[src/hdl/foveated_shading_rate_map_assert.svh]
// ----------------------------------------------------------------------------
// Foveated shading-rate map assertion macros
// Shared concurrent assertion forms used by the shading-rate map top level.
// ----------------------------------------------------------------------------
`ifndef FOVEATED_SHADING_RATE_MAP_ASSERT_SVH
`define FOVEATED_SHADING_RATE_MAP_ASSERT_SVH

// The consequent must hold in the same cycle as the antecedent.
`define FSRM_ASSERT_SAME(label, clk, rst, ante, cons, msg) \
  label: assert property (@(posedge clk) disable iff (rst) (ante) |-> (cons)) \
    else $error(msg);

// The consequent must hold in the cycle after the antecedent.
`define FSRM_ASSERT_NEXT(label, clk, rst, ante, cons, msg) \
  label: assert property (@(posedge clk) disable iff (rst) (ante) |=> (cons)) \
    else $error(msg);

`endif

[src/hdl/fsrm_pkg.sv]
// ----------------------------------------------------------------------------
// Foveated shading-rate map package
// Shared widths, register indexes, rate codes and control structures.
// ----------------------------------------------------------------------------
package fsrm_pkg;

  localparam int NSTAGE     = 5;
  localparam int SCENE_W    = 15;
  localparam int GAZE_W     = 32;
  localparam int FRAC_W     = 16;
  localparam int RAD_W      = 16;
  localparam int TILE_IDX_W = 11;
  localparam int CFG_IDX_W  = 3;
  localparam int CFG_DATA_W = 32;
  localparam int RATE_W     = 2;
  // Product of scene width and (1 + 16-bit gaze u), and of height and gaze v.
  localparam int BX_W       = SCENE_W + FRAC_W + 1;
  localparam int CY_W       = SCENE_W + FRAC_W;
  localparam int SQ_SCENE_W = 2 * SCENE_W;
  // w^2 + 4 h^2 fits in one bit more than 4 h^2.
  localparam int K_W        = 2 * SCENE_W + 3;
  localparam int R2_W       = 2 * RAD_W;
  // Threshold keeps the factor of 16 as a shift.
  localparam int THR_W      = R2_W + K_W + 4;

  typedef enum logic [CFG_IDX_W-1:0] {
    REG_TARGET_W         = 3'd0,
    REG_TARGET_H         = 3'd1,
    REG_TWO_EYE          = 3'd2,
    REG_COARSEST_ALLOWED = 3'd3,
    REG_GAZE_LEFT        = 3'd4,
    REG_GAZE_RIGHT       = 3'd5,
    REG_INNER_RADIUS     = 3'd6,
    REG_OUTER_RADIUS     = 3'd7
  } cfg_reg_e;

  typedef enum logic [RATE_W-1:0] {
    RATE_1X1 = 2'd0,
    RATE_2X2 = 2'd1,
    RATE_4X4 = 2'd2
  } rate_e;

  typedef struct packed {
    logic [SCENE_W-1:0] target_w;
    logic [SCENE_W-1:0] target_h;
    logic               two_eye;
    logic               coarsest_allowed;
    logic [GAZE_W-1:0]  gaze_left;
    logic [GAZE_W-1:0]  gaze_right;
    logic [RAD_W-1:0]   inner_radius;
    logic [RAD_W-1:0]   outer_radius;
  } cfg_t;

  localparam cfg_t CFG_RESET = '{
    target_w:         15'd2048,
    target_h:         15'd2048,
    two_eye:          1'b0,
    coarsest_allowed: 1'b0,
    gaze_left:        32'h8000_8000,
    gaze_right:       32'h8000_8000,
    inner_radius:     16'd6554,
    outer_radius:     16'd13107
  };

  typedef struct packed {
    logic [NSTAGE-1:0] en;
    logic [NSTAGE-1:0] vld;
  } pipe_ctrl_t;

endpackage

[src/hdl/fsrm_ctrl.sv]
// ----------------------------------------------------------------------------
// Foveated shading-rate map pipeline control
// Valid bits per stage and a ready chain that lets bubbles collapse.
// ----------------------------------------------------------------------------
module fsrm_ctrl import fsrm_pkg::*; (
  input  logic       clk,
  input  logic       rst,
  input  logic       in_valid,
  input  logic       out_ready,
  output logic       in_ready,
  output pipe_ctrl_t ctrl
);

  logic [NSTAGE-1:0] vld;
  logic [NSTAGE-1:0] en;

  // A stage may load when it is empty or when its content moves on.
  always_comb begin
    en[NSTAGE-1] = !vld[NSTAGE-1] || out_ready;
    for (int i = NSTAGE - 2; i >= 0; i--) begin
      en[i] = !vld[i] || en[i+1];
    end
  end

  always_ff @(posedge clk) begin
    if (rst) begin
      vld <= '0;
    end else begin
      if (en[0]) begin
        vld[0] <= in_valid;
      end
      for (int i = 1; i < NSTAGE; i++) begin
        if (en[i]) begin
          vld[i] <= vld[i-1];
        end
      end
    end
  end

  assign in_ready = en[0];
  assign ctrl.en  = en;
  assign ctrl.vld = vld;

endmodule

[config.mk]
export PLATFORM = sky130hd
export DESIGN_NAME = fsrm_ctrl
export DESIGN_NICKNAME = d
export VERILOG_FILES = /design/src/hdl/foveated_shading_rate_map_assert.svh /design/src/hdl/fsrm_pkg.sv /design/src/hdl/fsrm_ctrl.sv
export SDC_FILE = /design/constraint.sdc
export NUM_CORES = 1
export LEC_CHECK = 0
export BUFFER_PORTS_ARGS = -buffer_cell sky130_fd_sc_hd__clkbuf_2
export CELL_PAD_IN_SITES_DETAIL_PLACEMENT = 1
export CELL_PAD_IN_SITES_GLOBAL_PLACEMENT = 2
export CORE_AREA = 2 2 39 41
export DETAILED_ROUTE_END_ITERATION = 16
export DIE_AREA = 0 0 41 43
export GPL_TIMING_DRIVEN = 0
export HOLD_SLACK_MARGIN = 0.08
export PLACE_DENSITY_LB_ADDON = 0.1
export SLEW_MARGIN = 20
export SYNTH_ARGS = -nofsm -noshare
export SYNTH_HDL_FRONTEND = slang
export SYNTH_SLANG_ARGS = --single-unit
[constraint.sdc]
create_clock -name clk -period 1.1 [get_ports clk]
set_input_delay 0.11 -clock clk [delete_from_list [all_inputs] [get_ports clk]]
set_output_delay 0.11 -clock clk [all_outputs]
set_load 0.02 [all_outputs]
==> flow_summary.json <==
{
  "area_growth_syn_to_layout_pct": 111,
  "worst_pin_slew_ps": 229,
  "dr.pass1.iters": 1,
  "vdd_drop_max_uv": 387,
  "die-area_um2": 1760,
  "hold_buffers": 0,
  "cts.path.max_buffers": 2,
  "final_cell_area_um2": 462,
  "yosys_warnings": 0,
  "layout_min_cycle_time_ps": 1280,
  "clock_sinks": 5,
  "initial_core_util": 0.158,
  "syn-num-nets": 27,
  "via_per_inst": 4.00,
  "synth_top_area_frac": 0.457,
  "drc": 0,
  "grt_max_degree": 8,
  "worstPathMaxFanout": 3,
  "antenna_cells": 0,
  "ant_nets": 0,
  "clock.fmax_mhz": 782,
  "htreeDepth": 1,
  "yosysTopAreaCell": "dfxtp_1",
  "fin_nets": 53,
  "yosysSeqAreaShare": 0.457,
  "first_iter_violations": 0,
  "powerDensity_nw_per_um2": 963,
  "syn_inst": 23,
  "rows": 14,
  "dr_wl_met2_um": 347,
  "gr-usage-all-layers": 0.104,
  "routed_wl_um": 679,
  "synth-simple-area-share": 0.229,
  "hpwlAfterDp_um": 474,
  "met3_length_um": 67,
  "endpoint_kind": "output port",
  "clk_pin_slew_worst_paths_ps": 40,
  "syn_area_um2": 219,
  "rrSetupSlack_ps": -30,
  "layout_setup_ws_ps": -179,
  "critical_path.startpoint_type": "flop",
  "worstHoldStart": "in_valid",
  "maxSlewViolCount": 0,
  "rsz0062_at_grt": "yes",
  "hold_viol": 0,
  "portBuffers": 14,
  "maxUsedRoutingLayer": "met3",
  "relSlewSlack": 0.847,
  "synth_xor_area_frac": 0,
  "die_w_um": 41,
  "r2r_start": "vld[4]",
  "drt-wirelength-per-cell_um": 10.6,
  "critPathKind": "reg -> out",
  "setup_viol": 8,
  "die_h_um": 43,
  "top_register": "vld",
  "reg.largest.list": "vld: 5 flops",
  "clockRootBuffer": "clkbuf_4",
  "worstPathRequired_ps": 990,
  "ys_seq_elements": 5,
  "synth.area.top_cells": "dfxtp_1 (46%), o31ai_4 (9.7%), a21oi_1 (6.9%), inv_1 (6.9%), nand3b_1 (6.9%)",
  "synth_top_family_by_area": "simple AND/OR/NAND/NOR gates",
  "numCtsBuffers": 3,
  "cts_tree": "done",
  "timing.rr.end": "vld[1]",
  "synth.distinct_cells": 13,
  "fillers": 174,
  "wl_met1_um": 264,
  "drv_cap": 0,
  "syn_avg_cell_area_um2": 9.52,
  "grt.overflow.total": 0,
  "p_leak_nw": 0.204,
  "clk_latency_ps": 240,
  "largest_reg_flops": 5,
  "antenna_found_initial": 0,
  "post_dp_cell_area_um2": 325,
  "io_pins": 15,
  "outcome": "finished with violations",
  "synth_compound_area_frac": 0.194,
  "post-route-period-util": 1.16,
  "worstRegToRegCells": 5,
  "whs_endpoint": "vld[0]",
  "violations": "negative setup slack",
  "hp-class": "in -> reg",
  "grt_pass1_wl_um": 1120,
  "finalSetupTns_ps": -706,
  "muxShareOfSynthArea": 0,
  "vias": 256,
  "core_area_um2": 1380,
  "fin_skew_ps": 2.78,
  "synthAdderAreaFrac": 0,
  "layout-drive-gt1-share": 0.708,
  "gp_congestion": 0.626,
  "grt_pass1_vias": 237,
  "min_path_cells": 3,
  "arrival_ps": 1170
}
==> through the flow <==
step / total power [mW] / util / setup WS [ps] / instances / hold WS (ps)
after floorplan: 0.215 / - / 4.53 / 23 / 172
after global placement: 0.233 / 0.235 / 12.8 / 53 / 358
after detailed placement: 0.233 / 0.235 / -4.40 / 53 / 362
final: 0.445 / 0.334 / -179 / 64 / 111
after global routing: 0.483 / 0.334 / -241 / 64 / 118
after CTS: 0.456 / 0.291 / -222 / 60 / 104
==> per-layer routing <==
metal / GRT usage / up-vias
met5: 0 / -
met1: 0.103 / 119
met3: 0.0890 / 0
met4: 0.0600 / 0
met2: 0.144 / 12
li1: - / 125
==> cells in the mapped netlist (all sizes together) <==
cell and count:
dfxtp 5, inv 5, a21oi 3, nand3b 2
and4b 1, buf 1, nand2 1, nand2b 1
nand3 1, o22ai 1, o31ai 1, or2b 1
==> worst max path at each step <==
| stage | startpoint | end | slack [ps] | depth (start not counted) |
|---|---|---|---|---|
| after floorplan | vld[4] | ctrl[5] | 5 | 3 |
| after global placement | vld[3] | ctrl[5] | 10 | 4 |
| after detailed placement | vld[3] | ctrl[5] | -4 | 4 |
| after CTS | vld[2] | ctrl[5] | -220 | 4 |
| after global routing | vld[4] | ctrl[5] | -240 | 4 |
| final | vld[4] | ctrl[5] | -180 | 4 |
==> cells in the final DEF, fill, tap and decap left out, drive strengths merged, types with 2 or more instances in the layout <==
master  count
inv         5
clkbuf     13
a21oi       3
nand3b      2
buf        13
dfxtp       5
==> logic make-up after synthesis <==
| kind of cell | Yosys count |
|---|---|
| compound gates | 5 |
| buf+inv | 6 |
| flops | 5 |
| simple gates | 7 |
==> report_power, final <==
group | total (mW) | internal [mW] | switching, mW
Sequential | 0.195 | 0.188 | 0.00682
Combinational | 0.0410 | 0.0185 | 0.0226
Clock | 0.209 | 0.137 | 0.0721
==> critical path: stages, from the launching register on <==
cell and delay (ps):
dfxtp_2 320, and4b_2 280, nand3_4 90, buf_6 130
buf_8 120
==> what timing repair did <==
action                     CTS  global route
setup buffers                3             4
resized for setup            8            13
setup endpoints to repair    5             6
pin swaps                    1             2
==> final cells by class <==
type                       count  area (um2)  area share
timing repair buffer          21         168       0.363
multi-input combinational     12         111       0.241
sequential                     5         104       0.225
clock buffer                   4        26.3      0.0569
inverter                       5        21.3      0.0461
tap                           16        20.0      0.0434
buffer                         1        11.3      0.0244
Note: power is estimated with default switching activity, not from simulation.
