--- config.mk ---
export PLATFORM = sky130hd
export DESIGN_NAME = fsrm_cfg
export DESIGN_NICKNAME = d
export VERILOG_FILES = /design/src/hdl/foveated_shading_rate_map_assert.svh /design/src/hdl/fsrm_pkg.sv /design/src/hdl/fsrm_cfg.sv
export SDC_FILE = /design/constraint.sdc
export NUM_CORES = 1
export LEC_CHECK = 0
export BUFFER_PORTS_ARGS = -buffer_cell sky130_fd_sc_hd__buf_2
export CAP_MARGIN = 10
export CORE_MARGIN = 5
export CORE_UTILIZATION = 54
export CTS_CLUSTER_DIAMETER = 50
export DETAILED_ROUTE_END_ITERATION = 7
export PLACE_DENSITY = 0.85
export SYNTH_ARGS = -nofsm -noshare
export SYNTH_HDL_FRONTEND = slang
export SYNTH_SLANG_ARGS = --single-unit
--- constraint.sdc ---
create_clock -name clk -period 1.81 [get_ports clk]
set_input_delay 0 -clock clk [delete_from_list [all_inputs] [get_ports clk]]
set_output_delay 0 -clock clk [all_outputs]
set_load 0.05 [all_outputs]
--- src/hdl/foveated_shading_rate_map_assert.svh ---
// ----------------------------------------------------------------------------
// Foveated shading-rate map assertion macros
// Shared concurrent assertion forms used by the shading-rate map top level.
// ----------------------------------------------------------------------------
`ifndef FOVEATED_SHADING_RATE_MAP_ASSERT_SVH
`define FOVEATED_SHADING_RATE_MAP_ASSERT_SVH

// The consequent must hold in the same cycle as the antecedent.
`define FSRM_ASSERT_SAME(label, clk, rst, ante, cons, msg) \
  label: assert property (@(posedge clk) disable iff (rst) (ante) |-> (cons)) \
    else $error(msg);

// The consequent must hold in the cycle after the antecedent.
`define FSRM_ASSERT_NEXT(label, clk, rst, ante, cons, msg) \
  label: assert property (@(posedge clk) disable iff (rst) (ante) |=> (cons)) \
    else $error(msg);

`endif

--- src/hdl/fsrm_pkg.sv ---
// ----------------------------------------------------------------------------
// Foveated shading-rate map package
// Shared widths, register indexes, rate codes and control structures.
// ----------------------------------------------------------------------------
package fsrm_pkg;

  localparam int NSTAGE     = 5;
  localparam int SCENE_W    = 15;
  localparam int GAZE_W     = 32;
  localparam int FRAC_W     = 16;
  localparam int RAD_W      = 16;
  localparam int TILE_IDX_W = 11;
  localparam int CFG_IDX_W  = 3;
  localparam int CFG_DATA_W = 32;
  localparam int RATE_W     = 2;
  // Product of scene width and (1 + 16-bit gaze u), and of height and gaze v.
  localparam int BX_W       = SCENE_W + FRAC_W + 1;
  localparam int CY_W       = SCENE_W + FRAC_W;
  localparam int SQ_SCENE_W = 2 * SCENE_W;
  // w^2 + 4 h^2 fits in one bit more than 4 h^2.
  localparam int K_W        = 2 * SCENE_W + 3;
  localparam int R2_W       = 2 * RAD_W;
  // Threshold keeps the factor of 16 as a shift.
  localparam int THR_W      = R2_W + K_W + 4;

  typedef enum logic [CFG_IDX_W-1:0] {
    REG_TARGET_W         = 3'd0,
    REG_TARGET_H         = 3'd1,
    REG_TWO_EYE          = 3'd2,
    REG_COARSEST_ALLOWED = 3'd3,
    REG_GAZE_LEFT        = 3'd4,
    REG_GAZE_RIGHT       = 3'd5,
    REG_INNER_RADIUS     = 3'd6,
    REG_OUTER_RADIUS     = 3'd7
  } cfg_reg_e;

  typedef enum logic [RATE_W-1:0] {
    RATE_1X1 = 2'd0,
    RATE_2X2 = 2'd1,
    RATE_4X4 = 2'd2
  } rate_e;

  typedef struct packed {
    logic [SCENE_W-1:0] target_w;
    logic [SCENE_W-1:0] target_h;
    logic               two_eye;
    logic               coarsest_allowed;
    logic [GAZE_W-1:0]  gaze_left;
    logic [GAZE_W-1:0]  gaze_right;
    logic [RAD_W-1:0]   inner_radius;
    logic [RAD_W-1:0]   outer_radius;
  } cfg_t;

  localparam cfg_t CFG_RESET = '{
    target_w:         15'd2048,
    target_h:         15'd2048,
    two_eye:          1'b0,
    coarsest_allowed: 1'b0,
    gaze_left:        32'h8000_8000,
    gaze_right:       32'h8000_8000,
    inner_radius:     16'd6554,
    outer_radius:     16'd13107
  };

  typedef struct packed {
    logic [NSTAGE-1:0] en;
    logic [NSTAGE-1:0] vld;
  } pipe_ctrl_t;

endpackage

--- src/hdl/fsrm_cfg.sv ---
// ----------------------------------------------------------------------------
// Foveated shading-rate map configuration registers
// Holds the eight configuration registers written through the write port.
// ----------------------------------------------------------------------------
module fsrm_cfg import fsrm_pkg::*; (
  input  logic                  clk,
  input  logic                  rst,
  input  logic                  cfg_we,
  input  logic [CFG_IDX_W-1:0]  cfg_index,
  input  logic [CFG_DATA_W-1:0] cfg_wdata,
  output cfg_t                  cfg
);

  cfg_t cfg_regs;

  always_ff @(posedge clk) begin
    if (rst) begin
      cfg_regs <= CFG_RESET;
    end else if (cfg_we) begin
      unique case (cfg_reg_e'(cfg_index))
        REG_TARGET_W:         cfg_regs.target_w         <= cfg_wdata[SCENE_W-1:0];
        REG_TARGET_H:         cfg_regs.target_h         <= cfg_wdata[SCENE_W-1:0];
        REG_TWO_EYE:          cfg_regs.two_eye          <= cfg_wdata[0];
        REG_COARSEST_ALLOWED: cfg_regs.coarsest_allowed <= cfg_wdata[0];
        REG_GAZE_LEFT:        cfg_regs.gaze_left        <= cfg_wdata[GAZE_W-1:0];
        REG_GAZE_RIGHT:       cfg_regs.gaze_right       <= cfg_wdata[GAZE_W-1:0];
        REG_INNER_RADIUS:     cfg_regs.inner_radius     <= cfg_wdata[RAD_W-1:0];
        REG_OUTER_RADIUS:     cfg_regs.outer_radius     <= cfg_wdata[RAD_W-1:0];
      endcase
    end
  end

  assign cfg = cfg_regs;

endmodule

==> flow_summary_export.csv <==
group,metric,value,unit
run_status,status,"finished, final reports clean",
sta,finalHoldViolations,0,
worst_setup_path,r2r_start,"cfg[113]$_SDFFE_PP0P_",
cts,cts.sinks,128,
worst_setup_path,critPathCaptureType,"flop",
worst_setup_path,critPathRequiredTime,2.18,ns
cts,h-tree-depth,4,
yosys,post-synth-top-count-cell,"nand2b_1",
grt,gr-total-overflow,0,
worst_setup_path,reg2reg_depth,2,
flow_run,cap_viol_max_count,0,
worst_setup_path,worstSetupEndpoint,"cfg[113]$_SDFFE_PP0P_",
floorplan,initial_core_util,55.6,%
pwr,leakagePower,3.52,nW
place,place_congestion,0.784,
cells_and_area,fill_cells,636,
yosys,synth_edf_count,0,
min_path,holdCritPathClass,"input pin to flop",
sta,max_freq,792,MHz
worst_setup_path,startpoint_type,"input pin",
yosys,synth_cell_types,16,
grt,grt_pass1_vias,4276,
yosys,synthTopCellsByCount,"nand2b_1 (138), dfxtp_1 (128), mux2i_1 (128)",
route,drt-wirelength-per-cell,16.9,um
yosys,synth-seq-cells,128,
sta,finalClockSkew,0,ns
cts,cts_root_buffer,"clkbuf_8",
cells_and_area,multiInputGateArea,0.00239,sq mm
floorplan,rows,35,
place,hpwl,9270,um
sta,drv_slew,0,
cts,cts_resized,0,
sta,slew_headroom,63.6,%
yosys,ys_seq_area_share,49.8,%
worst_setup_path,reg2reg_to,"cfg[113]$_SDFFE_PP0P_",
worst_setup_path,crit_start,"cfg_index[0]",
route,via_count,4114,
yosys,yosysTopAreaCellShare,49.8,%
yosys,syn-cell-area,0.00514,sq mm
cts,path_clk_slew,0.06,ns
cells_and_area,drive_gt1_share,30.9,%
cells_and_area,n_antenna_cell,0,
floorplan,die_area,0.0116,sq mm
sta,rsz0062_at_grt,"false",
yosys,syn_inst,477,
cts,numCtsBuffers,17,
cells_and_area,syn_to_final_growth,36.8,%
worst_setup_path,crit_fanout,15,
worst_setup_path,criticalPathCategory,"input pin to flop",
yosys,ys_top_cells_by_area,"dfxtp_1 (50%), mux2i_1 (25%), nand2b_1 (17%)",
yosys,ys_warn_count,0,
yosys,synth_flop_cell,"dfxtp_1",
grt,antenna_found_initial,0,
cells_and_area,final_nets,711,
cts,worstSkewPairLatency,0.51,ns
pwr,peakVddDrop,0.000772,V
sta,post-route-period-util,69.8,%
sta,tns,0,ns
yosys,synth_nets,515,
sta,worst_slew_pin_slew,0.545,ns
pwr,power,7.25,mW
yosys,synthArstFlopShare,0,%
min_path,min-delay-start,"rst",
cells_and_area,regArea,0.00256,sq mm
route,dr.pass1.iters,5,
pwr,power_density,1030,mW/mm^2
place,io_buffer_count,165,
cells_and_area,largest_reg_flops,128,
route,finalWirelength,13800,um
worst_setup_path,critPathArrivalTime,1.64,ns
route,via_per_inst,5.05,
min_path,hold_depth,3,
floorplan,num_io_pins,166,
floorplan,die_w,108,um
route,ant_nets,0,
worst_setup_path,reg2reg_slack,1.13,ns
grt,track_usage,24.2,%
yosys,avgSynthCellArea,10.8,sq um
cts,cts_buffer_depth,2,
sta,period_needed,1.26,ns
grt,grt_pass1_wl,21800,um
yosys,yosysTopAreaCell,"dfxtp_1",
route,drc,0,
route,initialDrtViolationCount,129,
floorplan,dieHeight,108,um
sta,finalSetupViolations,0,
floorplan,core,0.00924,sq mm
cts,cts_tree,"built",
grt,grt_max_degree,65,
layer usage:
metal | share of wire (%) | vias to the layer above | track usage [%]
met5 | 0 | - | 0
met4 | 2.0 | 0 | 9.29
met3 | 7.5 | 25 | 8.58
met2 | 50 | 137 | 41.7
met1 | 41 | 1973 | 27.3
li1 | - | 1979 | -
where the power goes:
part | switching [mW] | internal, mW
Combinational | 0.441 | 0.256
Clock | 1.26 | 2.37
Sequential | 0.0359 | 2.88
Total | 1.74 | 5.51
layout by cell type, fill, tap and decap left out:
cell / count
buf_2: 164
nand2b_1: 138
mux2i_1: 128
dfxtp_1: 128
dlygate4sd3_1: 36
nor2_1: 34
clkbuf_16: 16
buf_4: 14
bufinv_16: 5
nand4b_1: 3
clkinv_2: 3
clkinv_4: 3
and4bb_2: 2
nand4bb_1: 2
clkinvlp_4: 2
and4b_1: 1
nand4_1: 1
and4_1: 1
or4b_4: 1
nor4bb_1: 1
clkbuf_8: 1
inv_6: 1
layout make-up:
cell class	instances	area share, %
flip-flops and latches	128	36.4
clock inverters	14	3.06
repair buffers	214	18.3
multi-input cells	312	34.0
clock buffers	17	5.89
well taps	129	2.29
cells by family after synthesis:
group,count (synthesis),synth area share [%]
buf+inv,37,3.58
flops,128,49.8
mux,128,24.9
simple gates,184,21.7
timing repair:
action                                 CTS  global route
buffers inserted                         0             0
hold buffers                            36             0
endpoints found under the hold margin  125             0
setup endpoints to repair                0             0
worst min-delay path by stage:
| stage | end | slack, ns |
|---|---|---|
| after global placement | cfg[63]$_SDFFE_PP1P_ | 0.26 |
| after global routing | cfg[8]$_SDFFE_PP1P_ | 0.06 |
| after floorplan | cfg[19]$_SDFFE_PP1P_ | 0.17 |
| final | cfg[13]$_SDFFE_PP1P_ | 0.05 |
| after CTS | cfg[13]$_SDFFE_PP1P_ | 0.03 |
| after detailed placement | cfg[95]$_SDFFE_PP1P_ | 0.28 |
through the flow:
step | instances | area, sq um | worst slack (ns) | util, % | hold slack (ns)
after floorplan | 477 | 5140 | 0.651 | - | 0.167
after global placement | 747 | 6040 | 0.655 | 65.4 | 0.262
after detailed placement | 747 | 6040 | 0.608 | 65.4 | 0.280
after CTS | 814 | 7030 | 0.570 | 76.1 | 0.0314
after global routing | 814 | 7030 | 0.506 | 76.1 | 0.0630
final | 814 | 7030 | 0.547 | 76.1 | 0.0508
worst max-delay path, stage by stage:
cell           delay (ns)
dlygate4sd3_1        0.54
buf_2                0.18
or4b_4               0.73
mux2i_1              0.18
No activity file was read; power rests on OpenSTA's default activity.
