**config.mk**
```make
export PLATFORM = sky130hd
export DESIGN_NAME = fsrm_dist
export DESIGN_NICKNAME = d
export VERILOG_FILES = /design/src/hdl/foveated_shading_rate_map_assert.svh /design/src/hdl/fsrm_pkg.sv /design/src/hdl/fsrm_dist.sv
export SDC_FILE = /design/constraint.sdc
export NUM_CORES = 2
export LEC_CHECK = 0
export BUFFER_PORTS_ARGS = -buffer_cell sky130_fd_sc_hd__clkbuf_2
export CAP_MARGIN = 20
export CORE_ASPECT_RATIO = 1.1
export CORE_MARGIN = 2
export CORE_UTILIZATION = 67
export DETAILED_ROUTE_END_ITERATION = 8
export PLACE_DENSITY_LB_ADDON = 0.25
export SYNTH_ARGS = -nofsm -noshare
export SYNTH_HDL_FRONTEND = slang
export SYNTH_SLANG_ARGS = --single-unit
```
**constraint.sdc**
```tcl
create_clock -name clk -period 21.6 [get_ports clk]
set_input_delay 1.08 -clock clk [delete_from_list [all_inputs] [get_ports clk]]
set_output_delay 1.08 -clock clk [all_outputs]
set_load 0.05 [all_outputs]
```
**src/hdl/foveated_shading_rate_map_assert.svh**
```systemverilog
// ----------------------------------------------------------------------------
// Foveated shading-rate map assertion macros
// Shared concurrent assertion forms used by the shading-rate map top level.
// ----------------------------------------------------------------------------
`ifndef FOVEATED_SHADING_RATE_MAP_ASSERT_SVH
`define FOVEATED_SHADING_RATE_MAP_ASSERT_SVH

// The consequent must hold in the same cycle as the antecedent.
`define FSRM_ASSERT_SAME(label, clk, rst, ante, cons, msg) \
  label: assert property (@(posedge clk) disable iff (rst) (ante) |-> (cons)) \
    else $error(msg);

// The consequent must hold in the cycle after the antecedent.
`define FSRM_ASSERT_NEXT(label, clk, rst, ante, cons, msg) \
  label: assert property (@(posedge clk) disable iff (rst) (ante) |=> (cons)) \
    else $error(msg);

`endif

```
**src/hdl/fsrm_pkg.sv**
```systemverilog
// ----------------------------------------------------------------------------
// Foveated shading-rate map package
// Shared widths, register indexes, rate codes and control structures.
// ----------------------------------------------------------------------------
package fsrm_pkg;

  localparam int NSTAGE     = 5;
  localparam int SCENE_W    = 15;
  localparam int GAZE_W     = 32;
  localparam int FRAC_W     = 16;
  localparam int RAD_W      = 16;
  localparam int TILE_IDX_W = 11;
  localparam int CFG_IDX_W  = 3;
  localparam int CFG_DATA_W = 32;
  localparam int RATE_W     = 2;
  // Product of scene width and (1 + 16-bit gaze u), and of height and gaze v.
  localparam int BX_W       = SCENE_W + FRAC_W + 1;
  localparam int CY_W       = SCENE_W + FRAC_W;
  localparam int SQ_SCENE_W = 2 * SCENE_W;
  // w^2 + 4 h^2 fits in one bit more than 4 h^2.
  localparam int K_W        = 2 * SCENE_W + 3;
  localparam int R2_W       = 2 * RAD_W;
  // Threshold keeps the factor of 16 as a shift.
  localparam int THR_W      = R2_W + K_W + 4;

  typedef enum logic [CFG_IDX_W-1:0] {
    REG_TARGET_W         = 3'd0,
    REG_TARGET_H         = 3'd1,
    REG_TWO_EYE          = 3'd2,
    REG_COARSEST_ALLOWED = 3'd3,
    REG_GAZE_LEFT        = 3'd4,
    REG_GAZE_RIGHT       = 3'd5,
    REG_INNER_RADIUS     = 3'd6,
    REG_OUTER_RADIUS     = 3'd7
  } cfg_reg_e;

  typedef enum logic [RATE_W-1:0] {
    RATE_1X1 = 2'd0,
    RATE_2X2 = 2'd1,
    RATE_4X4 = 2'd2
  } rate_e;

  typedef struct packed {
    logic [SCENE_W-1:0] target_w;
    logic [SCENE_W-1:0] target_h;
    logic               two_eye;
    logic               coarsest_allowed;
    logic [GAZE_W-1:0]  gaze_left;
    logic [GAZE_W-1:0]  gaze_right;
    logic [RAD_W-1:0]   inner_radius;
    logic [RAD_W-1:0]   outer_radius;
  } cfg_t;

  localparam cfg_t CFG_RESET = '{
    target_w:         15'd2048,
    target_h:         15'd2048,
    two_eye:          1'b0,
    coarsest_allowed: 1'b0,
    gaze_left:        32'h8000_8000,
    gaze_right:       32'h8000_8000,
    inner_radius:     16'd6554,
    outer_radius:     16'd13107
  };

  typedef struct packed {
    logic [NSTAGE-1:0] en;
    logic [NSTAGE-1:0] vld;
  } pipe_ctrl_t;

endpackage

```
**src/hdl/fsrm_dist.sv**
```systemverilog
// ----------------------------------------------------------------------------
// Foveated shading-rate map distance stages
// Stages one and two: tile centre, eye choice, scaled axis distances and the
// radius and diagonal terms of the thresholds.
// ----------------------------------------------------------------------------
module fsrm_dist import fsrm_pkg::*; #(
  parameter int TILE      = 16,
  parameter int MAX_SCENE = 16384,
  parameter int PCX_W     = 16,
  parameter int DX_W      = 33,
  parameter int DY_W      = 32
) (
  input  logic                  clk,
  input  pipe_ctrl_t            ctrl,
  input  cfg_t                  cfg,
  input  logic [TILE_IDX_W-1:0] tile_col,
  input  logic [TILE_IDX_W-1:0] tile_row,
  output logic [DX_W-1:0]       dx,
  output logic [DY_W:0]         dyn,
  output logic [K_W-1:0]        k,
  output logic [R2_W-1:0]       ri2,
  output logic [R2_W-1:0]       ro2
);

  // Stage one logic.
  logic [SCENE_W-1:0] w_sat;
  logic [SCENE_W-1:0] h_sat;
  logic [PCX_W-1:0]   pcx;
  logic [PCX_W-1:0]   pcy;
  logic               eye;
  logic [GAZE_W-1:0]  gaze;

  // Stage one registers.
  logic [PCX_W:0]        st1_ax;
  logic [PCX_W-1:0]      st1_pcy;
  logic [BX_W-1:0]       st1_bx;
  logic [CY_W-1:0]       st1_cy;
  logic [SQ_SCENE_W-1:0] st1_ww;
  logic [SQ_SCENE_W-1:0] st1_hh;
  logic [R2_W-1:0]       st1_ri2;
  logic [R2_W-1:0]       st1_ro2;
  logic                  st1_dw;

  // Stage two logic.
  logic [DX_W-1:0] xa;
  logic [DX_W-1:0] xb;
  logic [DY_W-1:0] ya;
  logic [DY_W-1:0] yb;
  logic [DY_W-1:0] dy;

  always_comb begin
    w_sat = (int'(cfg.target_w) > MAX_SCENE) ? SCENE_W'(MAX_SCENE) : cfg.target_w;
    h_sat = (int'(cfg.target_h) > MAX_SCENE) ? SCENE_W'(MAX_SCENE) : cfg.target_h;
    // Twice the tile centre, so the half-tile offset stays an integer.
    pcx   = PCX_W'((2 * int'(tile_col) + 1) * TILE);
    pcy   = PCX_W'((2 * int'(tile_row) + 1) * TILE);
    eye   = cfg.two_eye && (int'(pcx) >= int'(w_sat));
    gaze  = eye ? cfg.gaze_right : cfg.gaze_left;
  end

  always_ff @(posedge clk) begin
    if (ctrl.en[0]) begin
      st1_ax  <= cfg.two_eye ? {pcx, 1'b0} : {1'b0, pcx};
      st1_pcy <= pcy;
      st1_bx  <= BX_W'(w_sat) * BX_W'({eye, gaze[GAZE_W-1:FRAC_W]});
      st1_cy  <= CY_W'(h_sat) * CY_W'(gaze[FRAC_W-1:0]);
      st1_ww  <= SQ_SCENE_W'(w_sat) * SQ_SCENE_W'(w_sat);
      st1_hh  <= SQ_SCENE_W'(h_sat) * SQ_SCENE_W'(h_sat);
      st1_ri2 <= R2_W'(cfg.inner_radius) * R2_W'(cfg.inner_radius);
      st1_ro2 <= R2_W'(cfg.outer_radius) * R2_W'(cfg.outer_radius);
      st1_dw  <= cfg.two_eye;
    end
  end

  always_comb begin
    xa = DX_W'({st1_ax, {FRAC_W{1'b0}}});
    xb = DX_W'({st1_bx, 1'b0});
    ya = DY_W'({st1_pcy, {FRAC_W{1'b0}}});
    yb = DY_W'({st1_cy, 1'b0});
    dy = (ya >= yb) ? (ya - yb) : (yb - ya);
  end

  always_ff @(posedge clk) begin
    if (ctrl.en[1]) begin
      dx  <= (xa >= xb) ? (xa - xb) : (xb - xa);
      dyn <= st1_dw ? {dy, 1'b0} : {1'b0, dy};
      k   <= K_W'(st1_ww) + (st1_dw ? K_W'({st1_hh, 2'b00}) : K_W'(st1_hh));
      ri2 <= st1_ri2;
      ro2 <= st1_ro2;
    end
  end

endmodule

```
==> metrics.md <==
| Metric | Value |
|---|---|
| Synth warnings | `0` |
| Die ar. | `90,700 µm²` |
| Vias per cell | `between 5 and 6` |
| Top cell type's share of synthesized area | `0.331` |
| H-tree levels | `2` |
| Worst path max stage delay | `0.91 ns` |
| Worst-Margin Slew | `between 1 and 1.5 ns` |
| Synth top area cells | `fa_1 33%, edfxtp_1 19%, ha_1 14%` |
| FF-to-FF setup slack | `17.16 ns` |
| Final Slew Violations | `0` |
| Seq/Total Area, Yosys | `0.186` |
| Crit-path slowest cell | `mux2i_1` |
| Leak pwr | `between 30 and 40 nW` |
| Clock Latency Late Sink | `between 0.6 and 0.7 ns` |
| Cell Rows | `114` |
| Area of the multi-input gates | `~43,000 µm²` |
| Yosys top cell by area | `fa_1` |
| Placeable Area | `87,700 µm²` |
| Worst setup EP type | `flop` |
| Global-route wire length before repair | `224,000 µm` |
| Tmin final | `12.00 ns` |
| Unique masters post-synth | `77` |
| Clk slew on worst S/H paths | `0.06 ns` |
| Gr usage total | `0.308` |
| Critical Path AT | `between 10 and 15 ns` |
| Final WL | `134,000 µm` |
| Fin. Hold Viols | `0` |
| Most used cell, CP | `a21o_1` |
| Setup bufs post-CTS | `0` |
| DR vias | `about 42,000` |
| Largest net degree at the start of global routing | `89` |
| Maximum VDD drop | `roughly 150 µV` |
| ANT nets after route | `0` |
| Most frequent cell after synthesis | `inv_1` |
| HPWL Detailed | `approximately 110,000 µm` |
| Register cell area after layout | `11,000 µm²` |
| Fmax | `around 83 MHz` |
| Worst hold path type | `reg -> reg` |
| Initial antenna violation count | `8` |
| Die Y | `roughly 320 µm` |
| Share of layout cells above drive strength 1 | `0.0825` |
| Antenna cell count | `0` |
| I/O Pins | `roughly 320` |
| CTS tree | `yes` |
| GRT overflow | `0` |
| Relative slew slack | `0.230` |
| Commonest cells in the synthesized netlist | `1,321 x inv_1, 978 x fa_1, 648 x ha_1` |
| First-pass iteration count of the detailed router | `6` |
| Initial Util | `0.675` |
| Final setup fails | `0` |
| Clock Skews | `roughly 0.033 ns` |
| Number of synthesized flops with an enable pin | `367` |
| Hold_buf cts | `0` |
| Final nets | `~8,000` |
| FF+latch count, synth | `367` |
| Async SR Flop Fraction | `0` |
| Post-CTS resize count | `0` |
| PwrDens | `152 nW/µm²` |
| Prevailing post-synth register cell | `edfxtp_1` |
| Port-buffer cells | `between 300 and 400` |
| Total power | `roughly 9.6 mW` |
| Critical Path RT | `about 22 ns` |
| RSZ-0062 raised after global routing | `no` |
| CTS Sinks | `approximately 370` |
| Avg WL per Cell | `roughly 18 µm` |
| Post-Synthesis Cells | `just over 6,000` |
| Worst-path maximum fanout | `47` |
| Max cap viols | `0` |
| Fill count | `6,445` |
| Crit start category | `input pin` |
| Worst Setup Path Type | `in -> reg` |
| Mapped cell area | `just under 60,000 µm²` |
| Setup_tns | `0 ns` |
| Vias in the first global route | `about 45,000` |
| Syn Area/Cell | `approximately 9.8 µm²` |
| Final period util | `0.556` |
| CTS Buf Count | `44` |
| DIE WIDTH | `approximately 290 µm` |
| Gpl congestion | `around 0.95` |
| Status | `finished, final reports clean` |
| Initial DRC Count | `between 2,000 and 3,000` |
| CTS root buffer | `clkbuf_16` |
| Area grow syn2layout | `7.38%` |
| Clock tree buffer depth | `3` |
| Residual DRC | `0` |
critical path, delay by kind of cell:
kind | cells | cell delay, ns
compound gates | 15 | 3.33
xor+xnor | 1 | 0.14
fa+ha+maj | 8 | 3.77
buf+inv | 7 | 1.36
mux | 1 | 0.91
simple gates | 4 | 1.66
report_power, final:
group	internal (mW)	total [mW]	switching, mW
Clock	0.459	0.766	0.307
Combinational	2.97	7.29	4.32
Sequential	1.43	1.58	0.148
Total	4.86	9.64	4.77
final cells by class:
| class | count | area share |
|---|---|---|
| Tap cell | 1160 | 0.0228 |
| Sequential cell | 367 | 0.173 |
| Multi-Input combinational cell | 4212 | 0.672 |
| Timing Repair Buffer | 355 | 0.0303 |
| Clock inverter | 25 | 0.00465 |
| Inverter | 1330 | 0.0786 |
| Clock buffer | 53 | 0.0185 |
stage by stage:
step | hold slack [ns] | setup WS [ns] | cell area (µm²) | instances | util
CTS | 0.418 | 9.73 | 63500 | 7500 | 0.724
global route | 0.420 | 9.18 | 63500 | 7502 | 0.724
floorplan | 0.400 | 11.33 | 59300 | 6079 | -
detailed placement | 0.405 | 9.13 | 62000 | 7422 | 0.707
global placement | 0.401 | 9.21 | 62000 | 7421 | 0.707
finish | 0.414 | 9.60 | 63500 | 7502 | 0.724
flip-flops by register name (all words and copies together), names as in the netlist, 13 cells and up:
| register | cells |
|---|---|
| k | 33 |
| ro2 | 31 |
| st1_ww | 29 |
| st1_hh | 29 |
| st1_bx | 32 |
| st1_ax | 13 |
| dx | 32 |
| dyn | 32 |
| ri2 | 31 |
| st1_ro2 | 31 |
| st1_ri2 | 31 |
| st1_cy | 31 |
per-layer routing:
| metal | vias up | GRT usage | part of all wire |
|---|---|---|---|
| met1 | 21064 | 0.392 | 0.39 |
| met4 | 14 | 0.0996 | 0.032 |
| met5 | - | 0 | 0.00069 |
| met2 | 1479 | 0.539 | 0.50 |
| met3 | 292 | 0.0510 | 0.071 |
| li1 | 19551 | - | - |
path summary, 6_finish.rpt:
| check | from | depth (start not counted) | endpoint |
|---|---|---|---|
| min reg2reg | st1_ro2[21] | 0 | ro2[21] |
| max reg2reg | st1_dw | 12 | k[31] |
| min | st1_ro2[21] | 0 | ro2[21] |
| max | cfg[121] | 36 | st1_bx[28] |
logic make-up after synthesis:
group / Yosys count / synth area share
buffers and inverters: 1500 / 0.0956
XOR/XNOR: 252 / 0.0373
flip-flops: 367 / 0.186
adder cells (fa/ha/maj): 1626 / 0.468
AO/OA/AOI/OAI: 656 / 0.0721
AND/OR/NAND/NOR: 1497 / 0.116
other: 2 / 0.000127
multiplexers: 136 / 0.0245
cell usage in the layout (no fill, tap or decap), types with 81 or more instances in the layout:
cell,Yosys,routed
a21o_1,107,107
a21oi_1,206,204
and2_1,205,205
clkbuf_2,0,308
edfxtp_1,367,367
fa_1,978,978
ha_1,648,648
inv_1,1321,1321
nand2_1,499,499
nor2_1,481,481
o21ai_0,105,105
xnor2_1,171,171
xor2_1,81,81
Power figures use the tool's default switching activity.
