<file path="config.mk">
export PLATFORM = sky130hd
export DESIGN_NAME = fsrm_rate
export DESIGN_NICKNAME = d
export VERILOG_FILES = /design/src/hdl/foveated_shading_rate_map_assert.svh /design/src/hdl/fsrm_pkg.sv /design/src/hdl/fsrm_rate.sv
export SDC_FILE = /design/constraint.sdc
export NUM_CORES = 1
export LEC_CHECK = 0
export ABC_CLOCK_PERIOD_IN_PS = 7450
export BUFFER_PORTS_ARGS = -buffer_cell sky130_fd_sc_hd__buf_4
export CORE_ASPECT_RATIO = 1.75
export CORE_MARGIN = 4
export CORE_UTILIZATION = 45
export CTS_CLUSTER_DIAMETER = 200
export DETAILED_ROUTE_END_ITERATION = 16
export PLACE_DENSITY = 0.75
export SKIP_CTS_REPAIR_TIMING = 1
export SKIP_LAST_GASP = 1
export SYNTH_ARGS = -nofsm -noshare
export SYNTH_HDL_FRONTEND = slang
export SYNTH_SLANG_ARGS = --single-unit
export TNS_END_PERCENT = 10
</file>
<file path="constraint.sdc">
create_clock -name clk -period 7.45 [get_ports clk]
set_input_delay 1.1175 -clock clk [delete_from_list [all_inputs] [get_ports clk]]
set_output_delay 1.1175 -clock clk [all_outputs]
set_load 0.1 [all_outputs]
</file>
<file path="src/hdl/foveated_shading_rate_map_assert.svh">
// ----------------------------------------------------------------------------
// Foveated shading-rate map assertion macros
// Shared concurrent assertion forms used by the shading-rate map top level.
// ----------------------------------------------------------------------------
`ifndef FOVEATED_SHADING_RATE_MAP_ASSERT_SVH
`define FOVEATED_SHADING_RATE_MAP_ASSERT_SVH

// The consequent must hold in the same cycle as the antecedent.
`define FSRM_ASSERT_SAME(label, clk, rst, ante, cons, msg) \
  label: assert property (@(posedge clk) disable iff (rst) (ante) |-> (cons)) \
    else $error(msg);

// The consequent must hold in the cycle after the antecedent.
`define FSRM_ASSERT_NEXT(label, clk, rst, ante, cons, msg) \
  label: assert property (@(posedge clk) disable iff (rst) (ante) |=> (cons)) \
    else $error(msg);

`endif

</file>
<file path="src/hdl/fsrm_pkg.sv">
// ----------------------------------------------------------------------------
// Foveated shading-rate map package
// Shared widths, register indexes, rate codes and control structures.
// ----------------------------------------------------------------------------
package fsrm_pkg;

  localparam int NSTAGE     = 5;
  localparam int SCENE_W    = 15;
  localparam int GAZE_W     = 32;
  localparam int FRAC_W     = 16;
  localparam int RAD_W      = 16;
  localparam int TILE_IDX_W = 11;
  localparam int CFG_IDX_W  = 3;
  localparam int CFG_DATA_W = 32;
  localparam int RATE_W     = 2;
  // Product of scene width and (1 + 16-bit gaze u), and of height and gaze v.
  localparam int BX_W       = SCENE_W + FRAC_W + 1;
  localparam int CY_W       = SCENE_W + FRAC_W;
  localparam int SQ_SCENE_W = 2 * SCENE_W;
  // w^2 + 4 h^2 fits in one bit more than 4 h^2.
  localparam int K_W        = 2 * SCENE_W + 3;
  localparam int R2_W       = 2 * RAD_W;
  // Threshold keeps the factor of 16 as a shift.
  localparam int THR_W      = R2_W + K_W + 4;

  typedef enum logic [CFG_IDX_W-1:0] {
    REG_TARGET_W         = 3'd0,
    REG_TARGET_H         = 3'd1,
    REG_TWO_EYE          = 3'd2,
    REG_COARSEST_ALLOWED = 3'd3,
    REG_GAZE_LEFT        = 3'd4,
    REG_GAZE_RIGHT       = 3'd5,
    REG_INNER_RADIUS     = 3'd6,
    REG_OUTER_RADIUS     = 3'd7
  } cfg_reg_e;

  typedef enum logic [RATE_W-1:0] {
    RATE_1X1 = 2'd0,
    RATE_2X2 = 2'd1,
    RATE_4X4 = 2'd2
  } rate_e;

  typedef struct packed {
    logic [SCENE_W-1:0] target_w;
    logic [SCENE_W-1:0] target_h;
    logic               two_eye;
    logic               coarsest_allowed;
    logic [GAZE_W-1:0]  gaze_left;
    logic [GAZE_W-1:0]  gaze_right;
    logic [RAD_W-1:0]   inner_radius;
    logic [RAD_W-1:0]   outer_radius;
  } cfg_t;

  localparam cfg_t CFG_RESET = '{
    target_w:         15'd2048,
    target_h:         15'd2048,
    two_eye:          1'b0,
    coarsest_allowed: 1'b0,
    gaze_left:        32'h8000_8000,
    gaze_right:       32'h8000_8000,
    inner_radius:     16'd6554,
    outer_radius:     16'd13107
  };

  typedef struct packed {
    logic [NSTAGE-1:0] en;
    logic [NSTAGE-1:0] vld;
  } pipe_ctrl_t;

endpackage

</file>
<file path="src/hdl/fsrm_rate.sv">
// ----------------------------------------------------------------------------
// Foveated shading-rate map rate stage
// Stage five: sums the squared distances and picks the ring's rate code.
// ----------------------------------------------------------------------------
module fsrm_rate import fsrm_pkg::*; #(
  parameter int DX2_W = 66,
  parameter int DY2_W = 66
) (
  input  logic              clk,
  input  pipe_ctrl_t        ctrl,
  input  logic              coarsest_allowed,
  input  logic [DX2_W-1:0]  dx2,
  input  logic [DY2_W-1:0]  dy2,
  input  logic [THR_W-1:0]  thr_in,
  input  logic [THR_W-1:0]  thr_out,
  output logic [RATE_W-1:0] rate_code
);

  localparam int SUM_W = ((DX2_W > DY2_W) ? DX2_W : DY2_W) + 1;
  localparam int CMP_W = (SUM_W > THR_W) ? SUM_W : THR_W;

  logic [CMP_W-1:0] lhs;
  rate_e            rate;

  // Strict compares: a distance exactly on a cutoff keeps the finer rate.
  always_comb begin
    lhs = CMP_W'(dx2) + CMP_W'(dy2);
    if (lhs > CMP_W'(thr_out)) begin
      rate = coarsest_allowed ? RATE_4X4 : RATE_2X2;
    end else if (lhs > CMP_W'(thr_in)) begin
      rate = RATE_2X2;
    end else begin
      rate = RATE_1X1;
    end
  end

  always_ff @(posedge clk) begin
    if (ctrl.en[4]) begin
      rate_code <= rate;
    end
  end

endmodule

</file>
==> results.toml, run 1 <==
[worst_setup_path]
worstSetupPathType = "input pin to register"
path_max_fanout = 5
worstPathRequired_ns = 7.43
worstPathArrival_ns = 6.24
cp-end-kind = "register"
startpoint_type = "input pin"

[yosys]
synth_edf_count = 2
netlist_instances = 1018
syn-cell-area_um2 = 7360
synth_top_family_by_area = "adder cells"
syn_avg_cell_area_um2 = 7.23
yosys_warnings = 0
yosysUniqueCellTypes = 69
async_reset_ff_share_pct = 0
synthAdderAreaFrac_pct = 34.3
yosys_register_bits = 2
synth_mux_area_share_pct = 0.136
synth_top_flop_cell = "edfxtp_1"
yosysSeqAreaShare_pct = 0.816
synth_compound_area_share_pct = 33.8
synth-xor-area-share_pct = 6.90
syn_nets = 1501
synthSimpleGateAreaFrac_pct = 15.9

[finish]
synthToLayoutAreaGrowth_pct = 31.6
regMostFlops = "rate_code"
insertedDiodeCount = 0
num-nets-final = 1769
fillers = 1553
drive_gt1_share_pct = 23.1
top_regs = "rate_code: 2 flops"
largest_register_ff_count = 2
finalCoreUtilization_pct = 60.7

[floorplanning]
fp.dieW_um = 105
die-height_um = 177
io_pins = 284
core-area_um2 = 16000
start_util_pct = 46.1
rows = 61
die_area_um2 = 18500

[clock_network]
clkSinkCount = 2
cts_buffers = 3
htree_levels = 1
cts_max_path_buffers = 2
path_clk_slew_ns = 0.03
cts-root-buf = "clkbuf_16"
tritoncts = "yes"

[pwr]
power_leakage_nw = 5.59
max-vdd-ir-drop_uv = 72.9
powerDensity_nw_per_um2 = 108

[grt]
grt_max_degree = 11
grt_pass1_vias = 8805
antenna_found_initial = 0
grt_use_total_pct = 26.5
grt_pass1_wl_um = 40100
grt_overflow = 0

[sta]
fin_setup_tns_ns = 0
max_clock_freq_mhz = 160
period_minus_slack_ns = 6.27
hold_violations = 0
setup_viol = 0
maxSlewViolCount = 0
rsz0062_at_grt = "no"
slew_headroom_pct = 54.3
finalCritPeriodShare_pct = 84.1
tightest_slew_ns = 0.679

[placed_design]
dpl.hpwl_um = 23600
globalplace.congestion = 1.00
portBuffers = 274

[job]
cap_violations = 0

[route]
drc = 0
via_count = 8505
firstDrtPassIters = 5
wl_per_cell_um = 17.3
ant_nets = 0
via_per_inst = 5.77
wirelength_um = 25500
drt-initial-drc-count = 264

[worst_hold_path]
hold_class = "input pin to register"

[run_status]
status = "finished, final reports clean"
[final cells by class]
cell class / count / area, um2 / area share [%]
multi-input cells: 858 / 6700 / 69.2
clock buffers: 3 / 75.1 / 0.775
repair buffers: 275 / 2060 / 21.3
well taps: 189 / 236 / 2.44
inverters: 146 / 548 / 5.66
flip-flops and latches: 2 / 60.1 / 0.620
[worst paths after layout]
kind                 from                    endpoint  slack [ns]  cells past startpoint
hold / removal    ctrl[9]      rate_code[0]$_DFFE_PP_        1.10                      1
setup / recovery   dx2[0]  rate_code[1]$_SDFFCE_PP0P_        1.18                     22
[report_power, final]
| group | leakage, nW | internal (W) | switching [W] |
|---|---|---|---|
| sequential | 0.0191 | 0.0000138 | 0.000000242 |
| combinational | 5.53 | 0.000444 | 0.000504 |
| clock | 0.0370 | 0.0000686 | 0.0000156 |
[stage by stage]
step,hold slack (ns),setup WS [ns],area [um2],instances,power [W]
floorplan,1.23,1.96,7360,1018,0.000656
global placement,1.33,0.985,9610,1470,0.000940
detailed placement,1.33,0.863,9610,1470,0.000960
finish,1.10,1.18,9680,1473,0.00105
global route,1.10,0.836,9680,1473,0.00117
CTS,1.10,1.10,9680,1473,0.00105
[cells by family after synthesis]
logic type,after synthesis
buffers and inverters,158
AOI/OAI and AO/OA,367
adders and majority gates,201
and+or+nand+nor,231
DFF,2
xor gates and xnor gates,58
muxes,1
[cell usage after synthesis, types with 5 or more instances]
| master | number | area share, % |
|---|---|---|
| a211oi_1 | 9 | 0.92 |
| and2_1 | 5 | 0.43 |
| a21o_1 | 98 | 10 |
| a211o_1 | 5 | 0.60 |
| a21oi_1 | 106 | 7.2 |
| inv_1 | 145 | 7.4 |
| o21ai_0 | 47 | 3.2 |
| nor3_1 | 9 | 0.61 |
| nand2_1 | 60 | 3.1 |
| and3_1 | 13 | 1.1 |
| nand4_1 | 40 | 3.4 |
| xnor2_1 | 38 | 4.5 |
| clkbuf_1 | 5 | 0.26 |
| o21a_1 | 17 | 1.7 |
| nand2b_1 | 7 | 0.60 |
| nor2b_1 | 9 | 0.77 |
| a31oi_1 | 7 | 0.60 |
| o211ai_1 | 6 | 0.61 |
| nor4_1 | 6 | 0.51 |
| nor2_1 | 49 | 2.5 |
| xor2_1 | 20 | 2.4 |
| nand3_1 | 16 | 1.1 |
| o21bai_1 | 7 | 0.71 |
| buf_2 | 7 | 0.48 |
| ha_1 | 200 | 34 |
| a221oi_1 | 6 | 0.71 |
[per-layer routing]
layer  global-route usage, %  vias to the layer above  share of wire, %  routed length (um)
met1                    23.8                     3853                33                8430
met4                    13.4                        0               5.8                1470
met2                    55.9                      283                56               14400
met3                    3.21                       81               4.7                1210
met5                       0                        -                 0                   0
li1                        -                     4288                 -                   -
[placed cells by master (no fill, tap or decap), types with 13 or more instances in the layout]
cell	Yosys	final
nand3_1	16	16
o21ai_0	47	47
nor2_1	49	49
nand2_1	60	60
ha_1	200	200
o21a_1	17	17
a21oi_1	106	106
xor2_1	20	20
nand4_1	40	40
and3_1	13	13
a21o_1	98	98
xnor2_1	38	38
buf_4	0	275
inv_1	145	145
[critical path, stage by stage]
cell,delay [ns]
buf_4,0.11
ha_1,0.21
fa_1,0.44
a211oi_1,0.31
o211ai_1,0.17
a31oi_1,0.43
a21oi_4,0.14
a21oi_4,0.26
o31ai_4,0.14
a41o_1,0.30
a311oi_1,0.34
xnor2_1,0.15
ha_1,0.32
nand4_1,0.14
nor4_1,0.41
nand4_1,0.23
nor3_1,0.24
nand4_1,0.16
and3_1,0.22
a32oi_1,0.14
nand2_1,0.10
and2_1,0.16
(Power assumes the default switching activity.)
==> inputs of run 2 (changes only) <==
- ABC_AREA: unset -> 1
- ABC_CLOCK_PERIOD_IN_PS: 7450 -> 6300
- PLACE_DENSITY: 0.75 -> 0.71
- clock period: 7.45 -> 6.3 ns (I/O delays scaled with it)
==> run 2 against run 1 <==
Effect of this change:
- total power is 31% higher
- clock power rose by 13%
- count of clock-buffer cells in the layout is the same
- largest cell class unchanged
- wire length up 50%
- cell area is 21% higher
- critical path depth increased by 5
- global-route usage grew 5.5 points
==> results.toml, run 2 <==
[run_status]
status = "finished, final reports clean"

[clock_network]
path_clk_slew_ns = 0.03
clkSinkCount = 2
htree_levels = 1
cts_max_path_buffers = 2
cts-root-buf = "clkbuf_16"
tritoncts = "yes"
cts_buffers = 3

[sta]
period_minus_slack_ns = 4.73
setup_viol = 0
slew_headroom_pct = 62.0
max_clock_freq_mhz = 211
tightest_slew_ns = 0.568
fin_setup_tns_ns = 0
rsz0062_at_grt = "no"
maxSlewViolCount = 0
finalCritPeriodShare_pct = 75.1
hold_violations = 0

[finish]
most-common-layout-cells = "nand2_1, inv_1, buf_4"
synthToLayoutAreaGrowth_pct = 26.4
largest_register_ff_count = 2
drive_gt1_share_pct = 18.3
finalCoreUtilization_pct = 57.7
num-nets-final = 2469
final_common_cell = "nand2_1"
final_area_um2 = 11700
regMostFlops = "rate_code"
insertedDiodeCount = 0
top_regs = "rate_code: 2 flops"

[placed_design]
portBuffers = 274
placed_area_um2 = 11600
globalplace.congestion = 0.993
dpl.hpwl_um = 35500

[worst_hold_path]
hold_class = "input pin to register"
hold_path_depth = 1

[yosys]
synth.largest_area_cell = "ha_1"
syn_avg_cell_area_um2 = 5.43
synthTopCellsByCount = "nand2_1, inv_1, nor2_1"
yosys_register_bits = 2
yosysSeqAreaShare_pct = 0.648
yosys_warnings = 0
synth_top_flop_cell = "edfxtp_1"
yosysUniqueCellTypes = 40
syn-cell-area_um2 = 9260
async_reset_ff_share_pct = 0
synth_area_leaders = "ha_1, nand2_1, inv_1"
netlist_instances = 1707
synth_most_common_cell = "nand2_1"
synth_edf_count = 2
yosysTopAreaCellShare_pct = 27.0
syn_nets = 2190

[route]
firstDrtPassIters = 5
via_count = 11500
drc = 0
via_per_inst = 5.15
wl_per_cell_um = 17.2
wirelength_um = 38300
drt-initial-drc-count = 538
ant_nets = 0

[worst_setup_path]
cp-end-kind = "register"
startpoint_type = "input pin"
worstPathRequired_ns = 6.27
worstSetupPathType = "input pin to register"
path_max_fanout = 4
worstPathArrival_ns = 4.70

[grt]
grt_pass1_wl_um = 56300
grt_pass1_vias = 11400
antenna_found_initial = 0
grt_max_degree = 7
grt_overflow = 0
grt_use_total_pct = 32.0

[pwr]
powerDensity_nw_per_um2 = 117
max-vdd-ir-drop_uv = 144
power_leakage_nw = 6.85
total_power_w = 0.00137

[floorplanning]
die-height_um = 198
die_area_um2 = 23000
rows = 69
start_util_pct = 45.7
fp.dieW_um = 116
core-area_um2 = 20300
io_pins = 284

[job]
cap_violations = 0
==> run 2: cell count changes after synthesis, moves of 23 or more <==
cell | before | now
nor2_1 | 49 | 212
nor2_2 | 0 | 23
nand2_2 | 1 | 27
nand3_1 | 16 | 59
xnor2_1 | 38 | 2
nand2_1 | 60 | 474
a21oi_1 | 106 | 129
a21o_1 | 98 | 12
inv_1 | 145 | 355
==> run 2: power breakdown <==
group | total (W) | switching [W] | internal [W]
clock | 0.0000954 | 0.0000146 | 0.0000808
combinational | 0.00126 | 0.000773 | 0.000484
sequential | 0.0000168 | 0.000000368 | 0.0000164
==> run 2: routing by layer <==
| layer | vias up | part of all wire [%] | global-route usage (%) |
|---|---|---|---|
| met1 | 5060 | 33 | 30.4 |
| met2 | 363 | 53 | 61.3 |
| li1 | 5940 | - | - |
| met4 | 0 | 9.9 | 25.7 |
| met3 | 131 | 3.9 | 1.25 |
| met5 | - | 0 | 0 |
==> run 2: final timing paths <==
path / end / slack [ns] / startpoint
max: rate_code[0]$_DFFE_PP_ / 1.57 / dx2[0]
min: rate_code[0]$_DFFE_PP_ / 0.94 / ctrl[9]
==> run 2: cells by family (layout without fill, tap and decap cells) <==
group / Yosys count / after routing / synth area share (%)
adder cells (fa/ha/maj): 201 / 201 / 27.2
AND/OR/NAND/NOR: 854 / 854 / 38.9
flip-flops: 2 / 2 / 0.648
AO/OA/AOI/OAI: 244 / 244 / 14.8
XOR/XNOR: 36 / 36 / 3.40
buffers and inverters: 370 / 647 / 15.0
==> run 2: cell type report <==
cell class / instances / area [um2]
repair buffers: 274 / 2060
flip-flops and latches: 2 / 60.1
inverters: 370 / 1390
well taps: 248 / 310
clock buffers: 3 / 75.1
fillers: 2245 / 8580
multi-input cells: 1335 / 7820
==> run 2: critical path, cell delays in order <==
cell and delay [ns]:
buf_4 0.12, ha_1 0.25, fa_1 0.47, nand3_2 0.11, nand2_2 0.11, a21oi_2 0.33, o21ai_2 0.17, nand2_1 0.09
nand2_1 0.19, nand2_1 0.14, nand2_1 0.06, nand2_1 0.05, nand2_1 0.11, ha_1 0.33, nand2_1 0.06, nor2_1 0.15
nand2_1 0.12, nor2_1 0.13, nand2_1 0.13, nor2_1 0.10, nand2_1 0.09, nand3_1 0.08, nor2_1 0.06, nand2_1 0.09
nand2_1 0.07, nand2_1 0.07, nand2_1 0.05
==> run 2: stage by stage <==
stage,hold WS (ns),setup WS [ns],std cells
floorplan,1.06,2.50,1707
global placement,1.15,1.45,2229
detailed placement,1.16,1.42,2229
CTS,0.934,1.61,2232
global route,0.938,1.27,2232
finish,0.935,1.57,2232
==> inputs of run 3 (changes only) <==
- ABC_CLOCK_PERIOD_IN_PS: 6300 -> 4300
- PLACE_DENSITY: 0.71 -> 0.74
- clock period: 6.3 -> 4.3 ns (I/O delays scaled with it)
==> run 3 against run 2 <==
Effect of this change:
- worst hold slack got worse by 0.30 ns
- critical endpoint unchanged
- utilization up 4.8 points
- wire length increased by 4.7%
- highest routed layer unchanged
- clock power rose by 46%
- largest cell class unchanged
- sequential power rose by 47%
- setup slack worse by 1.3 ns
- sequential share of layout area hardly changed
==> results.toml, run 3 (synthesis gave the netlist of run 2 again) <==
[worst_hold_path]
hold_path_depth = 1
hold_class = "input pin to register"
hp-start = "ctrl[9]"
hold_path_end = "rate_code[0]$_DFFE_PP_"

[floorplanning]
rows = 69
core-area_um2 = 20300
die_area_um2 = 23000
io_pins = 284
start_util_pct = 45.7
die-height_um = 198
fp.dieW_um = 116

[clock_network]
cts_buffers = 3
cts-root-buf = "clkbuf_16"
clkSinkCount = 2
cts_max_path_buffers = 2
tritoncts = "yes"
htree_levels = 1
path_clk_slew_ns = 0.03

[grt]
grt_use_total_pct = 33.1
antenna_found_initial = 0
grt_pass1_vias = 12000
grt_overflow = 0
grt_max_degree = 7
grt_pass1_wl_um = 58400

[sta]
whs_ns = 0.636
max_clock_freq_mhz = 248
fin_setup_tns_ns = 0
setup_viol = 0
period_minus_slack_ns = 4.03
tightest_slew_ns = 0.461
setup_ws_ns = 0.268
finalCritPeriodShare_pct = 93.8
hold_violations = 0
maxSlewViolCount = 0
slew_headroom_pct = 69.1

[finish]
largest_register_ff_count = 2
drive_gt1_share_pct = 24.5
top_regs = "rate_code: 2 flops"
most-common-layout-cells = "nand2_1, buf_4, inv_1"
num-nets-final = 2579
regMostFlops = "rate_code"
insertedDiodeCount = 0
synthToLayoutAreaGrowth_pct = 37.0
final_common_cell = "nand2_1"
instances_no_fill = 2342

[route]
via_per_inst = 5.15
wl_per_cell_um = 17.1
drc = 0
firstDrtPassIters = 5
wirelength_um = 40100
drt-initial-drc-count = 544
ant_nets = 0
via_count = 12100

[worst_setup_path]
crit_slowest_cell = "fa_2"
worstSetupPathType = "input pin to register"
worstPathRequired_ns = 4.39
worstPathArrival_ns = 4.12
cp_top_family = "simple AND/OR/NAND/NOR gates"
path_buf_inv = 2
path_max_fanout = 4
cp_slowest_stage_delay_ns = 0.39
cp_common_cell = "nand2_1"
startpoint_type = "input pin"
cp-end-kind = "register"

[placed_design]
dpl.hpwl_um = 36900
dp_cells = 2338
globalplace.congestion = 1.05
portBuffers = 274
pre_cts_ws_ns = -0.107

[pwr]
total_power_w = 0.00220
max-vdd-ir-drop_uv = 256
power_leakage_nw = 7.38
powerDensity_nw_per_um2 = 173

[run_status]
status = "finished, final reports clean"

[job]
cap_violations = 0
## run 3: area by class of cell
cell class	instances	area, um2
multi-input combinational	1335	7970
fill	2071	7600
timing repair buffer	384	2880
inverter	370	1390
tap	248	310
clock buffer	3	75.1
sequential	2	60.1
## run 3: report_power, final
group	leakage [nW]	switching (W)	internal [W]
Sequential	0.0191	0.000000637	0.0000240
Combinational	7.32	0.00118	0.000853
Clock	0.0370	0.0000210	0.000118
Total	7.38	0.00121	0.000995
## run 3: per-stage QoR
stage,area (um2),utilization (%)
finish,12700,62.5
global route,12700,62.5
CTS,12500,61.7
detailed placement,12400,61.4
global placement,12400,61.4
floorplan,9260,-
## run 3: worst max-delay path by stage
stage	start	end	slack (ns)	cells after the start
after floorplan	dx2[0]	rate_code[0]$_DFFE_PP_	0.80	28
after global placement	dx2[0]	rate_code[0]$_DFFE_PP_	-0.01	24
after CTS	dx2[0]	rate_code[0]$_DFFE_PP_	0.08	27
after global routing	dy2[35]	rate_code[0]$_DFFE_PP_	-0.006	26
final	dx2[0]	rate_code[0]$_DFFE_PP_	0.27	29
after detailed placement	dx2[0]	rate_code[0]$_DFFE_PP_	-0.11	27
## run 3: layer usage
metal | GRT usage [%] | share of wire (%) | vias to the layer above
met2 | 64.7 | 54 | 416
met1 | 30.6 | 33 | 5327
met3 | 1.77 | 4.5 | 137
met5 | 0 | 0 | -
li1 | - | - | 6172
met4 | 25.4 | 9.2 | 0
